<file path="config.mk">
export PLATFORM = sky130hd
export DESIGN_NAME = rotary_encoder_click_decoder
export DESIGN_NICKNAME = d
export VERILOG_FILES = /design/src/hdl/rce_pkg.sv /design/src/hdl/rce_core.sv /design/src/hdl/rotary_encoder_click_decoder.sv
export SDC_FILE = /design/constraint.sdc
export NUM_CORES = 1
export LEC_CHECK = 0
export ABC_AREA = 1
export BUFFER_PORTS_ARGS = -buffer_cell sky130_fd_sc_hd__buf_2
export CAP_MARGIN = 30
export CORE_ASPECT_RATIO = 0.75
export CORE_MARGIN = 2
export CORE_UTILIZATION = 45
export CTS_BUF_LIST = sky130_fd_sc_hd__clkbuf_4
export CTS_CLUSTER_SIZE = 16
export DETAILED_ROUTE_END_ITERATION = 8
export PLACE_DENSITY_LB_ADDON = 0.12
export REMOVE_ABC_BUFFERS = 1
export SETUP_SLACK_MARGIN = 0.5
export SYNTH_ARGS = -nofsm -noshare
export SYNTH_HDL_FRONTEND = slang
export SYNTH_SLANG_ARGS = --single-unit
</file>
<file path="constraint.sdc">
create_clock -name clock -period 8.1 [get_ports clock]
set_clock_uncertainty 0.15 [all_clocks]
set_input_delay 1.62 -clock clock [delete_from_list [all_inputs] [get_ports clock]]
set_output_delay 1.62 -clock clock [all_outputs]
set_load 0.005 [all_outputs]
</file>
<file path="src/hdl/rce_pkg.sv">
// ----------------------------------------------------------------------------
// Rotary encoder click decoder package
// Shared types, request kinds, event codes and sizes for the decoder.
// ----------------------------------------------------------------------------
`default_nettype none

package rce_pkg;

   localparam int HOLD_TICKS = 2;
   localparam int POS_WIDTH  = 32;
   localparam int HOLD_W     = $clog2(HOLD_TICKS + 1);
   localparam int THR_W      = 16;
   localparam int POS_OUT_W  = 32;
   localparam int REQ_DATA_W = 40;
   localparam int RSP_DATA_W = 40;

   localparam logic [THR_W-1:0] THR_RESET = 16'd100;
   localparam logic [THR_W-1:0] THR_MAX   = 16'd65534;

   localparam logic [1:0] KIND_TICK = 2'd0;
   localparam logic [1:0] KIND_EDGE = 2'd1;
   localparam logic [1:0] KIND_READ = 2'd2;
   localparam logic [1:0] KIND_SET  = 2'd3;

   localparam logic [2:0] EV_NONE  = 3'd0;
   localparam logic [2:0] EV_CW    = 3'd1;
   localparam logic [2:0] EV_CCW   = 3'd2;
   localparam logic [2:0] EV_CLICK = 3'd3;
   localparam logic [2:0] EV_LONG  = 3'd4;

   // sticky flag bit positions
   localparam int F_CLICK = 0;
   localparam int F_MOVED = 1;
   localparam int F_LONG  = 2;
   localparam int F_CW    = 3;
   localparam int F_CCW   = 4;

   typedef struct packed {
      logic [1:0]           kind;
      logic                 pin_a;
      logic                 pin_b;
      logic                 pin_push;
      logic [POS_OUT_W-1:0] new_position;
   } req_item_type;

   typedef struct packed {
      logic                 event_posted;
      logic                 read_ok;
      logic [POS_OUT_W-1:0] position;
      logic [4:0]           flags;
      logic [2:0]           last_event;
   } rsp_item_type;

endpackage

`default_nettype wire

</file>
<file path="src/hdl/rce_core.sv">
// ----------------------------------------------------------------------------
// Rotary encoder decoder core
// Holds pin samples, button timer, position and sticky events; applies one
// request word per step and forms its response word.
// ----------------------------------------------------------------------------
`default_nettype none

module rce_core (
   input  wire logic                        clock,
   input  wire logic                        reset,
   input  wire logic                        step,
   input  wire rce_pkg::req_item_type       item,
   input  wire logic [rce_pkg::THR_W-1:0]   long_click_ticks,
   output      rce_pkg::rsp_item_type       result
);
   import rce_pkg::*;

   logic                  cur_a_ff, cur_b_ff, cur_pressed_ff;
   logic                  prev_a_ff, prev_b_ff, prev_pressed_ff;
   logic [THR_W-1:0]      press_ticks_ff;
   logic [HOLD_W-1:0]     hold_ticks_ff;
   logic [POS_WIDTH-1:0]  pos_count_ff;
   logic [4:0]            sticky_ff;
   logic [2:0]            event_code_ff;
   logic                  unread_ff;

   logic                  cur_a_in, cur_b_in, cur_pressed_in;
   logic                  prev_a_in, prev_b_in, prev_pressed_in;
   logic [THR_W-1:0]      press_ticks_in;
   logic [HOLD_W-1:0]     hold_ticks_in;
   logic [POS_WIDTH-1:0]  pos_count_in;
   logic [4:0]            sticky_in;
   logic [2:0]            event_code_in;
   logic                  unread_in;

   logic [THR_W-1:0]      thr;
   logic                  sa, sb, sp;
   logic                  fresh;

   always_comb begin
      thr = (long_click_ticks > THR_MAX) ? THR_MAX : long_click_ticks;

      cur_a_in        = cur_a_ff;
      cur_b_in        = cur_b_ff;
      cur_pressed_in  = cur_pressed_ff;
      prev_a_in       = prev_a_ff;
      prev_b_in       = prev_b_ff;
      prev_pressed_in = prev_pressed_ff;
      press_ticks_in  = press_ticks_ff;
      hold_ticks_in   = hold_ticks_ff;
      pos_count_in    = pos_count_ff;
      sticky_in       = sticky_ff;
      event_code_in   = event_code_ff;
      unread_in       = unread_ff;

      result.event_posted = 1'b0;
      result.read_ok      = 1'b0;
      result.flags        = '0;
      result.last_event   = EV_NONE;

      sa    = cur_a_ff;
      sb    = cur_b_ff;
      sp    = cur_pressed_ff;
      fresh = 1'b0;

      unique case (item.kind)
         KIND_TICK: begin
            if (hold_ticks_ff != '0) begin
               hold_ticks_in = hold_ticks_ff - HOLD_W'(1);
            end else begin
               sa = item.pin_a;
               sb = item.pin_b;
               sp = ~item.pin_push;
            end

            if (!sa && prev_a_ff && sb) begin
               pos_count_in = pos_count_ff + POS_WIDTH'(1);
               sticky_in[F_MOVED] = 1'b1;
               sticky_in[F_CW]    = 1'b1;
               event_code_in      = EV_CW;
               fresh              = 1'b1;
            end
            if (!sb && prev_b_ff && sa) begin
               pos_count_in = pos_count_ff - POS_WIDTH'(1);
               sticky_in[F_MOVED] = 1'b1;
               sticky_in[F_CCW]   = 1'b1;
               event_code_in      = EV_CCW;
               fresh              = 1'b1;
            end

            priority if (sp && !prev_pressed_ff) begin
               press_ticks_in = '0;
            end else if (sp && prev_pressed_ff && press_ticks_ff < thr) begin
               press_ticks_in = press_ticks_ff + THR_W'(1);
            end else if (sp && prev_pressed_ff && press_ticks_ff == thr) begin
               press_ticks_in    = press_ticks_ff + THR_W'(1);
               sticky_in[F_LONG] = 1'b1;
               event_code_in     = EV_LONG;
               fresh             = 1'b1;
            end else if (!sp && prev_pressed_ff && press_ticks_ff < thr) begin
               sticky_in[F_CLICK] = 1'b1;
               event_code_in      = EV_CLICK;
               fresh              = 1'b1;
            end else begin
               press_ticks_in = press_ticks_ff;
            end

            if (fresh) begin
               unread_in = 1'b1;
            end
            result.event_posted = fresh;
            cur_a_in        = sa;
            cur_b_in        = sb;
            cur_pressed_in  = sp;
            prev_a_in       = sa;
            prev_b_in       = sb;
            prev_pressed_in = sp;
         end
         KIND_EDGE: begin
            if (hold_ticks_ff == '0) begin
               hold_ticks_in  = HOLD_W'(HOLD_TICKS);
               cur_a_in       = item.pin_a;
               cur_b_in       = item.pin_b;
               cur_pressed_in = ~item.pin_push;
            end
         end
         KIND_READ: begin
            if (unread_ff) begin
               result.read_ok    = 1'b1;
               result.flags      = sticky_ff;
               result.last_event = event_code_ff;
               sticky_in         = '0;
               event_code_in     = EV_NONE;
               unread_in         = 1'b0;
            end
         end
         KIND_SET: begin
            pos_count_in = item.new_position[POS_WIDTH-1:0];
         end
         default: begin
            pos_count_in = pos_count_ff;
         end
      endcase

      result.position = POS_OUT_W'(pos_count_in);
   end

   always_ff @(posedge clock) begin
      if (reset) begin
         cur_a_ff        <= 1'b1;
         cur_b_ff        <= 1'b1;
         cur_pressed_ff  <= 1'b0;
         prev_a_ff       <= 1'b1;
         prev_b_ff       <= 1'b1;
         prev_pressed_ff <= 1'b0;
         press_ticks_ff  <= '0;
         hold_ticks_ff   <= '0;
         pos_count_ff    <= '0;
         sticky_ff       <= '0;
         event_code_ff   <= EV_NONE;
         unread_ff       <= 1'b0;
      end else if (step) begin
         cur_a_ff        <= cur_a_in;
         cur_b_ff        <= cur_b_in;
         cur_pressed_ff  <= cur_pressed_in;
         prev_a_ff       <= prev_a_in;
         prev_b_ff       <= prev_b_in;
         prev_pressed_ff <= prev_pressed_in;
         press_ticks_ff  <= press_ticks_in;
         hold_ticks_ff   <= hold_ticks_in;
         pos_count_ff    <= pos_count_in;
         sticky_ff       <= sticky_in;
         event_code_ff   <= event_code_in;
         unread_ff       <= unread_in;
      end
   end

endmodule

`default_nettype wire

</file>
<file path="src/hdl/rotary_encoder_click_decoder.sv">
// ----------------------------------------------------------------------------
// Rotary encoder click decoder
// Quadrature decoder with push-button click and long-click timing, sticky
// event flags, read-and-clear and position load.
//
// Path: the input register takes the word at the accept edge; the core's single
//   pass fills the response register and its valid when the stages advance,
//   which a held response waiting on rsp_tready can delay.
// Throughput: one word per cycle; the stages stall together on rsp_tready.
// Reset: synchronous; clears samples, timers, position, flags and both stage
//   valids; long_click_ticks returns to 100.
// ----------------------------------------------------------------------------
`default_nettype none

module rotary_encoder_click_decoder (
   input  wire logic                               clock,
   input  wire logic                               reset,
   // request channel
   input  wire logic                               req_tvalid,
   output      logic                               req_tready,
   // tdata: pin_a, pin_b, pin_push, new_position[31:0], zero pad
   input  wire logic [rce_pkg::REQ_DATA_W-1:0]     req_tdata,
   // tuser: req_type[1:0]
   input  wire logic [1:0]                         req_tuser,
   // response channel
   output      logic                               rsp_tvalid,
   input  wire logic                               rsp_tready,
   // tdata: position[31:0], click_seen, moved_seen, long_click_seen,
   //        moved_cw_seen, moved_ccw_seen, last_event[2:0]
   output      logic [rce_pkg::RSP_DATA_W-1:0]     rsp_tdata,
   // tuser: event_posted, read_ok
   output      logic [1:0]                         rsp_tuser,
   // configuration: long_click_ticks
   input  wire logic                               csr_valid,
   output      logic                               csr_ready,
   input  wire logic [rce_pkg::THR_W-1:0]          csr_data
);
   import rce_pkg::*;

   logic [THR_W-1:0] thr_ff;
   logic             in_valid_ff;
   req_item_type     in_item_ff;
   logic             out_valid_ff;
   rsp_item_type     out_item_ff;

   rsp_item_type     core_result;
   logic             advance;
   logic             step;

   assign advance    = !out_valid_ff || rsp_tready;
   assign step       = in_valid_ff && advance;
   assign req_tready = !in_valid_ff || advance;
   assign csr_ready  = 1'b1;

   always_ff @(posedge clock) begin
      if (reset) begin
         thr_ff <= THR_RESET;
      end else if (csr_valid) begin
         thr_ff <= csr_data;
      end
   end

   always_ff @(posedge clock) begin
      if (reset) begin
         in_valid_ff <= 1'b0;
      end else if (req_tready) begin
         in_valid_ff <= req_tvalid;
      end
   end

   always_ff @(posedge clock) begin
      if (req_tready && req_tvalid) begin
         in_item_ff.kind         <= req_tuser;
         in_item_ff.pin_a        <= req_tdata[0];
         in_item_ff.pin_b        <= req_tdata[1];
         in_item_ff.pin_push     <= req_tdata[2];
         in_item_ff.new_position <= req_tdata[POS_OUT_W+2:3];
      end
   end

   rce_core u_core (
      .clock            (clock),
      .reset            (reset),
      .step             (step),
      .item             (in_item_ff),
      .long_click_ticks (thr_ff),
      .result           (core_result)
   );

   always_ff @(posedge clock) begin
      if (reset) begin
         out_valid_ff <= 1'b0;
      end else if (advance) begin
         out_valid_ff <= in_valid_ff;
      end
   end

   always_ff @(posedge clock) begin
      if (step) begin
         out_item_ff <= core_result;
      end
   end

   assign rsp_tvalid = out_valid_ff;
   assign rsp_tuser  = {out_item_ff.read_ok, out_item_ff.event_posted};
   assign rsp_tdata  = {out_item_ff.last_event, out_item_ff.flags, out_item_ff.position};

endmodule

`default_nettype wire

</file>
* Word-level counts from Yosys, hierarchy flattened *
Cells that the tools add are included.

storage, ports and cells
  bits in writable memories = 0
  flip-flop bits (word level) = 162
  memories kept = 0
  ROM bits = 0
  output and inout port bits = 45
  latch bits = 0

operators by class
  multiplexer cells = 52
  bitwise operators = 1
  add/subtract/negate cells = 4
  reduce and logical (&&, ||, !) cells = 38
  magnitude comparators = 2
  $mul = 0
  shift-type cells = 0
  equal/unequal tests = 16
  div/mod/pow operators = 0

operators with widths
  kind                     number
  $mux W16                 4
  $mux W32                 2
  $pmux W32 S2             1
  $add A32 B1 Y32 const B  1
  $sub A32 B1 Y32 const B  1
  $mux W1                  28
  $mux W3                  7
  $add A16 B1 Y16 const B  1
  $eq A16 B16 Y1           1
  $gt A16 B16 Y1 const B   1
  $lt A16 B16 Y1           1
  $ne A2 B1 Y1 const B     8
  $reduce_and A4 Y1        4
  $logic_and A1 B1 Y1      12
  $reduce_and A3 Y1        4
  $pmux W5 S2              1
  $pmux W1 S2              4
  $reduce_and A7 Y1        1
  $logic_not A1 Y1         6
  $ne A2 B2 Y1 const B     3
  $pmux W3 S2              1
  $reduce_and A6 Y1        1
  $reduce_bool A2 Y1       3
  $mux W5                  1
  other kinds (11)         16

* Logic depth before layout (Yosys ltp) *
Gate-level depths: netlist of run 1.

  depth after elaboration = 15
  depth in mapped cells = 21
  gate-level depth less buffers = 21

* Modules after synthesis *
A second synthesis of run 1 with hierarchy kept.

second synthesis, totals
  cells, all modules = 1207
  area total of the unflattened synthesis = 9167.5 um^2

by module, submodules not included
  module                        cells an instance  instances  area an instance (um^2)
  rce_core                      1045               1          6149.6
  rotary_encoder_click_decoder  162                1          3017.9

* Worst setup path after synthesis of run 1 *
Ideal clock, no wire load.

  kind = input port to flip-flop
  start point = input port rsp_tready
  end point = register out_item_ff (netlist bit rsp_tdata[0]), enable pin
  arrival = 3.520 ns
  path buffers = 2
  setup slack = 4.007 ns
  library setup time = 0.423 ns
  stages on the path = 6
  cells stage by stage = inv_1 nand2_1 nand2_1 inv_1 clkbuf_1 clkbuf_1

between the ends
  word-level cells in the longest chain between the ends = 2

RTL lines
  element                 line                                 source
  start: declaration      rotary_encoder_click_decoder.sv:27   input wire logic rsp_tready,
  $logic_or A1 B1 Y1      rotary_encoder_click_decoder.sv:50   assign advance = !out_valid_ff || rsp_tready;
  $logic_and A1 B1 Y1     rotary_encoder_click_decoder.sv:51   assign step = in_valid_ff && advance;
  via step                rotary_encoder_click_decoder.sv:48   logic step;
  end signal: assignment  rotary_encoder_click_decoder.sv:100  out_item_ff <= core_result;
  end: declaration        rotary_encoder_click_decoder.sv:44   rsp_item_type out_item_ff;

The timed path passes the listed nets, and every way through them passes these cells.
A chain may end at the register's enable or synchronous reset.

* Final worst setup path of run 1 *
  start point = input port rsp_tready
  end point = output port req_tready

between the ends
  word-level cells in the longest chain between the ends = 2

RTL lines
  element             line                                source
  $logic_or A1 B1 Y1  rotary_encoder_click_decoder.sv:50
  $logic_or A1 B1 Y1  rotary_encoder_click_decoder.sv:52  assign req_tready = !in_valid_ff || advance;
  end: declaration    rotary_encoder_click_decoder.sv:20  output logic req_tready,

No other way between the ends.

==> results of run 1 <==
## placed cells by master (no fill, tap or decap), drive strengths merged, types with 7 or more instances in the layout
cell / n
nand3: 92
inv: 138
o21ai: 100
nand3b: 7
nand2: 270
xnor2: 8
nand4: 20
xor2: 9
a21oi: 130
nor2: 101
nor3: 16
edfxtp: 79
clkbuf: 22
o211ai: 7
dfxtp: 83
ha: 24
buf: 107
## per-stage QoR
step                setup slack [ns]  cells
floorplan                       3.46   1102
global placement                4.16   1462
finish                          4.29   1495
detailed placement              4.13   1462
global route                    4.24   1495
CTS                             4.30   1494
## kinds of logic after synthesis
group,Yosys count,share of synthesized area [%]
buffers and inverters,194,8.84
adders and majority gates,24,3.44
AOI/OAI and AO/OA,245,14.5
xor gates and xnor gates,17,1.71
other,1,0.0429
DFF,162,46.2
and+or+nand+nor,513,25.2
## worst max path at each step
stage               slack, ns  cells past startpoint       start                       to
CTS                      4.30                      4  rsp_tready               req_tready
global placement         4.16                      9  rsp_tready  u_core.hold_ticks_ff[1]
finish                   4.29                      4  rsp_tready               req_tready
floorplan                3.46                      8  rsp_tready      u_core.sticky_ff[0]
detailed placement       4.13                      9  rsp_tready  u_core.hold_ticks_ff[1]
global route             4.24                      4  rsp_tready               req_tready
## metal layers
metal  wire, um  vias to the layer above  share of wire, %  global-route usage [%]
li1           -                     3997                 -                       -
met1      12400                     3458                56                    38.6
met2       8010                      235                36                    27.0
met3       1490                       14               6.8                    4.76
met4        162                        0              0.73                    4.35
met5          0                        -                 0                       0
## where the power goes
part / internal (mW) / total (mW) / switching, mW
logic: 0.0909 / 0.284 / 0.193
clock network: 0.229 / 0.511 / 0.282
registers: 0.911 / 0.947 / 0.0352
## critical path: cells and delay by family
kind / cells / cell delay, ns
buffers and inverters: 3 / 0.32
and+or+nand+nor: 1 / 0.10
## layout make-up
type | count | area (sq um) | share of cell area, %
Sequential cell | 162 | 4030 | 41.8
Multi-Input combinational cell | 800 | 3930 | 40.7
Timing Repair Buffer | 107 | 551 | 5.70
Inverter | 140 | 527 | 5.45
Tap cell | 253 | 317 | 3.28
Clock buffer | 22 | 165 | 1.71
Clock inverter | 10 | 135 | 1.40
Antenna cell | 1 | 2.50 | 0.0259
## sequential cells by signal, summed over array words and instances (netlist names), 2 cells and up
register / cells
u_core.sticky_ff: 5
rsp_tuser: 2
u_core.press_ticks_ff: 16
u_core.event_code_ff: 3
in_item_ff: 37
thr_ff: 16
u_core.hold_ticks_ff: 2
u_core.pos_count_ff: 32
rsp_tdata: 40
==> metrics.txt, run 1 <==
# TYPE chip_impl_metric gauge
chip_impl_info{name="reg2reg_to",value="u_core.press_ticks_ff[0]"} 1
chip_impl_info{name="run_status",value="finished, final reports clean"} 1
chip_impl_info{name="worst_path_most_repeated_cell",value="sky130_fd_sc_hd__buf_2"} 1
chip_impl_metric{name="route.detailed.wl_per_inst",unit="um"} 14.8
chip_impl_metric{name="core_rows",unit=""} 44
chip_impl_info{name="yosysTopAreaCell",value="sky130_fd_sc_hd__edfxtp_1"} 1
chip_impl_metric{name="ctsResizeCount",unit=""} 0
chip_impl_info{name="clk_root_buffer_cell",value="sky130_fd_sc_hd__clkbuf_4"} 1
chip_impl_metric{name="cts.sink_count",unit=""} 162
chip_impl_metric{name="achievable-frequency",unit="GHz"} 0.262
chip_impl_metric{name="post-route-util",unit="%"} 50.3
chip_impl_info{name="yosys-top-cells-count",value="sky130_fd_sc_hd__nand2_1 (268), sky130_fd_sc_hd__inv_1 (134), sky130_fd_sc_hd__a21oi_1 (130)"} 1
chip_impl_metric{name="synth-seq-area-share",unit="%"} 46.2
chip_impl_metric{name="cts-buffers-inserted",unit=""} 17
chip_impl_metric{name="synth.avg_cell_area",unit="sq um"} 7.55
chip_impl_metric{name="worstSkewPairLatency",unit="ns"} 0.57
chip_impl_metric{name="critical_path.max_fanout",unit=""} 3
chip_impl_metric{name="floorplan.die_area",unit="sq mm"} 0.0205
chip_impl_info{name="timing.critical_path.from_type",value="input port"} 1
chip_impl_metric{name="min_delay_path_depth",unit=""} 2
chip_impl_info{name="min_delay_src",value="u_core.hold_ticks_ff[1]"} 1
chip_impl_info{name="cp_slowest_cell",value="sky130_fd_sc_hd__buf_2"} 1
chip_impl_info{name="regToRegStartpoint",value="thr_ff[11]"} 1
chip_impl_metric{name="floorplan.initialDensity",unit="%"} 45.4
chip_impl_metric{name="n_fill_cell",unit=""} 1909
chip_impl_metric{name="ios",unit=""} 108
chip_impl_metric{name="largest_net_degree_at_the_start_of_global_routing",unit=""} 58
chip_impl_metric{name="synth_enable_flop_cells",unit=""} 79
chip_impl_metric{name="synthToLayoutAreaGrowth",unit="%"} 10.6
chip_impl_metric{name="core_area",unit="sq mm"} 0.0192
chip_impl_metric{name="critical_path.max_stage_delay",unit="ns"} 0.15
chip_impl_metric{name="grt_pass1_wl",unit="um"} 36000
chip_impl_info{name="min_to",value="u_core.hold_ticks_ff[1]"} 1
chip_impl_metric{name="drt_first_pass_iters",unit=""} 6
chip_impl_info{name="cp-end-kind",value="output port"} 1
chip_impl_metric{name="grt_use_total",unit="%"} 22.2
chip_impl_metric{name="synthDistinctLibCells",unit=""} 41
chip_impl_metric{name="share_of_final_layout_standard_cells_stronger_than_drive_strength_1",unit="%"} 12.5
chip_impl_metric{name="cts_max_path_buffers",unit=""} 2
chip_impl_metric{name="cts_hold_repair.buffers",unit=""} 0
chip_impl_metric{name="hpwlAfterDp",unit="um"} 15200
chip_impl_metric{name="vdd_ir_drop_max",unit="V"} 0.000103
chip_impl_metric{name="postSynthCellCount",unit=""} 1156
chip_impl_info{name="worst-setup-path-type",value="input port to output port"} 1
chip_impl_metric{name="setup_slack_of_the_worst_register_to_register_path",unit="ns"} 4.97
chip_impl_metric{name="final-hold-violation-count",unit=""} 0
chip_impl_metric{name="post-route-drc-count",unit=""} 0
chip_impl_metric{name="worst_slew_pin_slew",unit="ns"} 0.959
chip_impl_metric{name="dr_total_vias",unit=""} 7704
chip_impl_metric{name="leakagePower",unit="nW"} 4.24
chip_impl_metric{name="setup-violations-final",unit=""} 0
chip_impl_metric{name="synth-seq-cells",unit=""} 162
chip_impl_metric{name="synth_area",unit="sq mm"} 0.00873
chip_impl_info{name="cts_tree",value="yes"} 1
chip_impl_metric{name="max-slew-margin-rel",unit="%"} 36.0
chip_impl_metric{name="maxCapViolations",unit=""} 0
chip_impl_metric{name="num-nets-final",unit=""} 1315
chip_impl_metric{name="placed_inst_area",unit="sq mm"} 0.00935
chip_impl_info{name="grt_setup_unrepaired",value="false"} 1
chip_impl_metric{name="htreeDepth",unit=""} 4
chip_impl_metric{name="die_x",unit="um"} 165
chip_impl_info{name="yosysMostFrequentCell",value="sky130_fd_sc_hd__nand2_1"} 1
chip_impl_metric{name="routed_wire_length",unit="um"} 22100
chip_impl_metric{name="route.antenna.remaining_nets",unit=""} 0
chip_impl_metric{name="synth_async_sr_flop_share",unit="%"} 0
chip_impl_info{name="synth.area.top_cells",value="sky130_fd_sc_hd__edfxtp_1 (27%), sky130_fd_sc_hd__dfxtp_1 (19%), sky130_fd_sc_hd__nand2_1 (12%), sky130_fd_sc_hd__a21oi_1 (7.5%), sky130_fd_sc_hd__inv_1 (5.8%)"} 1
chip_impl_metric{name="synthDominantCellAreaShare",unit="%"} 27.2
chip_impl_metric{name="fin_hold_ws",unit="ns"} 0.319
chip_impl_metric{name="via_count_of_the_first_global_routing_pass",unit=""} 6722
chip_impl_metric{name="register_clock_pin_slew_on_the_reported_worst_setup_and_hold_paths",unit="ns"} 0.14
chip_impl_metric{name="vias_per_cell",unit=""} 5.15
chip_impl_metric{name="port_buffers",unit=""} 101
chip_impl_metric{name="post-cts-setup-buffer-count",unit=""} 0
chip_impl_metric{name="power.density_cell_area",unit="mW/mm^2"} 180
chip_impl_metric{name="number_of_warnings_reported_in_the_yosys_synthesis_log",unit=""} 0
chip_impl_metric{name="worst_ep_required_time",unit="ns"} 6.33
chip_impl_metric{name="drt_iter0_markers",unit=""} 794
chip_impl_metric{name="die_y",unit="um"} 125
chip_impl_metric{name="worst-endpoint-arrival",unit="ns"} 2.04
chip_impl_metric{name="worst_r2r_path_depth",unit=""} 20
chip_impl_metric{name="period_minus_slack",unit="ns"} 3.81
chip_impl_metric{name="timing.setup.tns",unit="ns"} 0
chip_impl_metric{name="global_route.overflow_total",unit=""} 0
chip_impl_metric{name="slew_violations",unit=""} 0
chip_impl_info{name="worstPathCellList",value="buf_2 > inv_1 > nand3_1 > buf_2"} 1
chip_impl_info{name="hold_path.class",value="register to register"} 1
chip_impl_metric{name="post-layout-total-power",unit="mW"} 1.74
chip_impl_metric{name="layout.cell_area.non_filler",unit="sq mm"} 0.00966
chip_impl_info{name="synth_top_flop_cell",value="sky130_fd_sc_hd__dfxtp_1"} 1
chip_impl_metric{name="gpl.final_weighted_congestion",unit=""} 0.941
chip_impl_metric{name="layout_worst_path_cycle_share",unit="%"} 47.1
chip_impl_metric{name="antenna_found_initial",unit=""} 1
(Power assumes the default switching activity.)
==> run 2: changes to the inputs <==
==> constraint.sdc (replaced) <==
create_clock -name clock -period 3.4 [get_ports clock]
set_clock_uncertainty 0.15 [all_clocks]
set_input_delay 0.68 -clock clock [delete_from_list [all_inputs] [get_ports clock]]
set_output_delay 0.68 -clock clock [all_outputs]
set_load 0.005 [all_outputs]
==> run 2 against run 1 <==
Largest cell class unchanged. Highest routed layer unchanged. Final cell count rose by 0.60%. First-iteration DRC count is 0.88% lower. Core utilization grew 0.81 points. Worst setup slack got worse by 3.6 ns.
==> metrics.txt, run 2 (same netlist as run 1, synthesis figures left out) <==
# TYPE chip_impl_metric gauge
chip_impl_metric{name="setup_slack_of_the_worst_register_to_register_path",unit="ns"} 0.69
chip_impl_metric{name="drt_first_pass_iters",unit=""} 5
chip_impl_metric{name="period_minus_slack",unit="ns"} 2.71
chip_impl_metric{name="via_count_of_the_first_global_routing_pass",unit=""} 6869
chip_impl_metric{name="gpl.final_weighted_congestion",unit=""} 0.956
chip_impl_metric{name="worst_slew_pin_slew",unit="ns"} 0.715
chip_impl_metric{name="floorplan.initialDensity",unit="%"} 45.4
chip_impl_metric{name="routed_wire_length",unit="um"} 22800
chip_impl_metric{name="drt_iter0_markers",unit=""} 787
chip_impl_metric{name="worst_ep_required_time",unit="ns"} 3.59
chip_impl_info{name="clk_root_buffer_cell",value="sky130_fd_sc_hd__clkbuf_4"} 1
chip_impl_info{name="cts_tree",value="yes"} 1
chip_impl_metric{name="share_of_final_layout_standard_cells_stronger_than_drive_strength_1",unit="%"} 14.1
chip_impl_metric{name="largest_reg_flops",unit=""} 40
chip_impl_metric{name="sw_frac_of_total",unit="%"} 30.8
chip_impl_metric{name="port_buffers",unit=""} 101
chip_impl_info{name="cp-end-kind",value="register"} 1
chip_impl_metric{name="floorplan.die_area",unit="sq mm"} 0.0205
chip_impl_metric{name="hpwlAfterDp",unit="um"} 16000
chip_impl_metric{name="die_y",unit="um"} 125
chip_impl_metric{name="area_occupied_by_multi_input_gates",unit="sq mm"} 0.00400
chip_impl_metric{name="p_seq_share",unit="%"} 55.0
chip_impl_metric{name="leakagePower",unit="nW"} 4.28
chip_impl_metric{name="worstSkewPairLatency",unit="ns"} 0.59
chip_impl_metric{name="clock_power_share",unit="%"} 27.8
chip_impl_metric{name="achievable-frequency",unit="GHz"} 0.369
chip_impl_info{name="commonest_non_fill_non_tap_cells_in_the_layout",value="sky130_fd_sc_hd__nand2_1 (266), sky130_fd_sc_hd__inv_1 (131), sky130_fd_sc_hd__a21oi_1 (128)"} 1
chip_impl_metric{name="worst-endpoint-arrival",unit="ns"} 2.89
chip_impl_metric{name="route.detailed.wl_per_inst",unit="um"} 15.2
chip_impl_metric{name="fin_hold_ws",unit="ns"} 0.0954
chip_impl_metric{name="place_ws",unit="ns"} 0.551
chip_impl_metric{name="global_route.overflow_total",unit=""} 0
chip_impl_metric{name="setup_ws_final",unit="ns"} 0.693
chip_impl_metric{name="grt_use_total",unit="%"} 22.5
chip_impl_metric{name="slew_violations",unit=""} 0
chip_impl_info{name="worst-setup-path-type",value="register to register"} 1
chip_impl_metric{name="register_clock_pin_slew_on_the_reported_worst_setup_and_hold_paths",unit="ns"} 0.15
chip_impl_metric{name="grt_pass1_wl",unit="um"} 36100
chip_impl_metric{name="synthToLayoutAreaGrowth",unit="%"} 12.4
chip_impl_metric{name="largest_net_degree_at_the_start_of_global_routing",unit=""} 56
chip_impl_metric{name="post-route-drc-count",unit=""} 0
chip_impl_metric{name="vdd_ir_drop_max",unit="V"} 0.000247
chip_impl_info{name="timing.critical_path.from_type",value="register"} 1
chip_impl_metric{name="num-nets-final",unit=""} 1324
chip_impl_metric{name="core_area",unit="sq mm"} 0.0192
chip_impl_metric{name="sequential_cell_area",unit="sq mm"} 0.00404
chip_impl_metric{name="setup-violations-final",unit=""} 0
chip_impl_metric{name="p_comb_share",unit="%"} 17.2
chip_impl_metric{name="core_rows",unit=""} 44
chip_impl_metric{name="n_fill_cell",unit=""} 1887
chip_impl_info{name="grt_setup_unrepaired",value="true"} 1
chip_impl_metric{name="critical_path.max_fanout",unit=""} 14
chip_impl_metric{name="final-hold-violation-count",unit=""} 0
chip_impl_info{name="most_frequent_standard_cell_in_the_layout_excluding_fill_and_tap_cells",value="sky130_fd_sc_hd__nand2_1"} 1
chip_impl_metric{name="power.switching",unit="mW"} 1.26
chip_impl_metric{name="post-layout-total-power",unit="mW"} 4.10
chip_impl_metric{name="htreeDepth",unit=""} 4
chip_impl_metric{name="antenna_found_initial",unit=""} 1
chip_impl_metric{name="ios",unit=""} 108
chip_impl_metric{name="vias_per_cell",unit=""} 5.22
chip_impl_metric{name="route.antenna.remaining_nets",unit=""} 0
chip_impl_metric{name="power.density_cell_area",unit="mW/mm^2"} 418
chip_impl_metric{name="cts-buffers-inserted",unit=""} 17
chip_impl_metric{name="cts_hold_repair.buffers",unit=""} 0
chip_impl_metric{name="cts.sink_count",unit=""} 162
chip_impl_metric{name="die_x",unit="um"} 165
chip_impl_info{name="hold_path.class",value="input port to register"} 1
chip_impl_metric{name="p_int",unit="mW"} 2.84
chip_impl_metric{name="max-slew-margin-rel",unit="%"} 52.3
chip_impl_metric{name="cts_max_path_buffers",unit=""} 2
chip_impl_info{name="run_status",value="finished, final reports clean"} 1
chip_impl_metric{name="maxCapViolations",unit=""} 0
chip_impl_metric{name="dr_total_vias",unit=""} 7848
chip_impl_metric{name="layout_worst_path_cycle_share",unit="%"} 79.6
==> run 2: cell count changes in the layout (fill, tap and decap cells not counted), sizes merged <==
cell,delta
clkinv,+1
clkinvlp,+3
buf,+9
clkbuf,-4
bufinv,-1
inv,+1
==> run 2: worst max-delay path, cell delays in order (launching register included) <==
cell and delay (ns):
sky130_fd_sc_hd__dfxtp_1 0.33, sky130_fd_sc_hd__inv_1 0.08, sky130_fd_sc_hd__ha_1 0.32, sky130_fd_sc_hd__inv_2 0.09, sky130_fd_sc_hd__o21ai_2 0.27, sky130_fd_sc_hd__nand3_4 0.27
sky130_fd_sc_hd__nor2_1 0.33, sky130_fd_sc_hd__nand2_1 0.12, sky130_fd_sc_hd__nand2_1 0.07, sky130_fd_sc_hd__nand2_1 0.05, sky130_fd_sc_hd__nand3_1 0.08, sky130_fd_sc_hd__nand2_1 0.05
sky130_fd_sc_hd__o21ai_1 0.16, sky130_fd_sc_hd__inv_1 0.09
==> run 2: through the flow <==
stage	area, sq um	setup TNS (ns)	cells	util, %
global placement	9430	0	1467	49.1
floorplan	8490	-1.64	1102	-
detailed placement	9430	0	1467	49.1
global route	9810	0	1504	51.1
CTS	9700	0	1499	50.5
finish	9810	0	1504	51.1
==> run 2: power groups by stage <==
stage,logic (mW),registers [mW],clock network (mW)
6_report,0.704,2.26,1.14
3_3_place_gp,0.679,2.30,0
4_1_cts,0.692,2.25,1.17
2_1_floorplan,0.449,2.28,0
3_5_place_dp,0.687,2.30,0
5_1_grt,0.801,2.27,1.25
==> run 2: final timing paths <==
check | from | cells after the start | to
min | req_tdata[24] | 1 | in_item_ff[21]
min reg2reg | u_core.hold_ticks_ff[1] | 2 | u_core.hold_ticks_ff[1]
max | u_core.hold_ticks_ff[0] | 13 | rsp_tdata[19]
max reg2reg | u_core.hold_ticks_ff[0] | 13 | rsp_tdata[19]
==> run 2: routing by layer <==
layer  vias to the layer above  part of all wire, %  GRT usage [%]
li1                       4002                    -              -
met1                      3599                   55           37.3
met2                       236                   37           28.8
met3                        11                  6.7           4.96
met4                         0                 0.86           4.91
met5                         -                    0              0
==> run 2: final cells by class <==
type,count,area share (%)
multi-input cells,800,40.7
inverters,140,5.41
flip-flops and latches,162,41.1
clock inverters,14,1.40
well taps,253,3.23
diodes,1,0.0255
repair buffers,116,6.72
clock buffers,18,1.38
==> run 2: repair_timing <==
| item | 4_1_cts | 5_1_grt |
|---|---|---|
| hold endpoints to repair | 0 | 0 |
| endpoints found under the setup margin | 0 | 26 |
| gates resized for setup | 0 | 22 |
| buffers inserted | 0 | 4 |
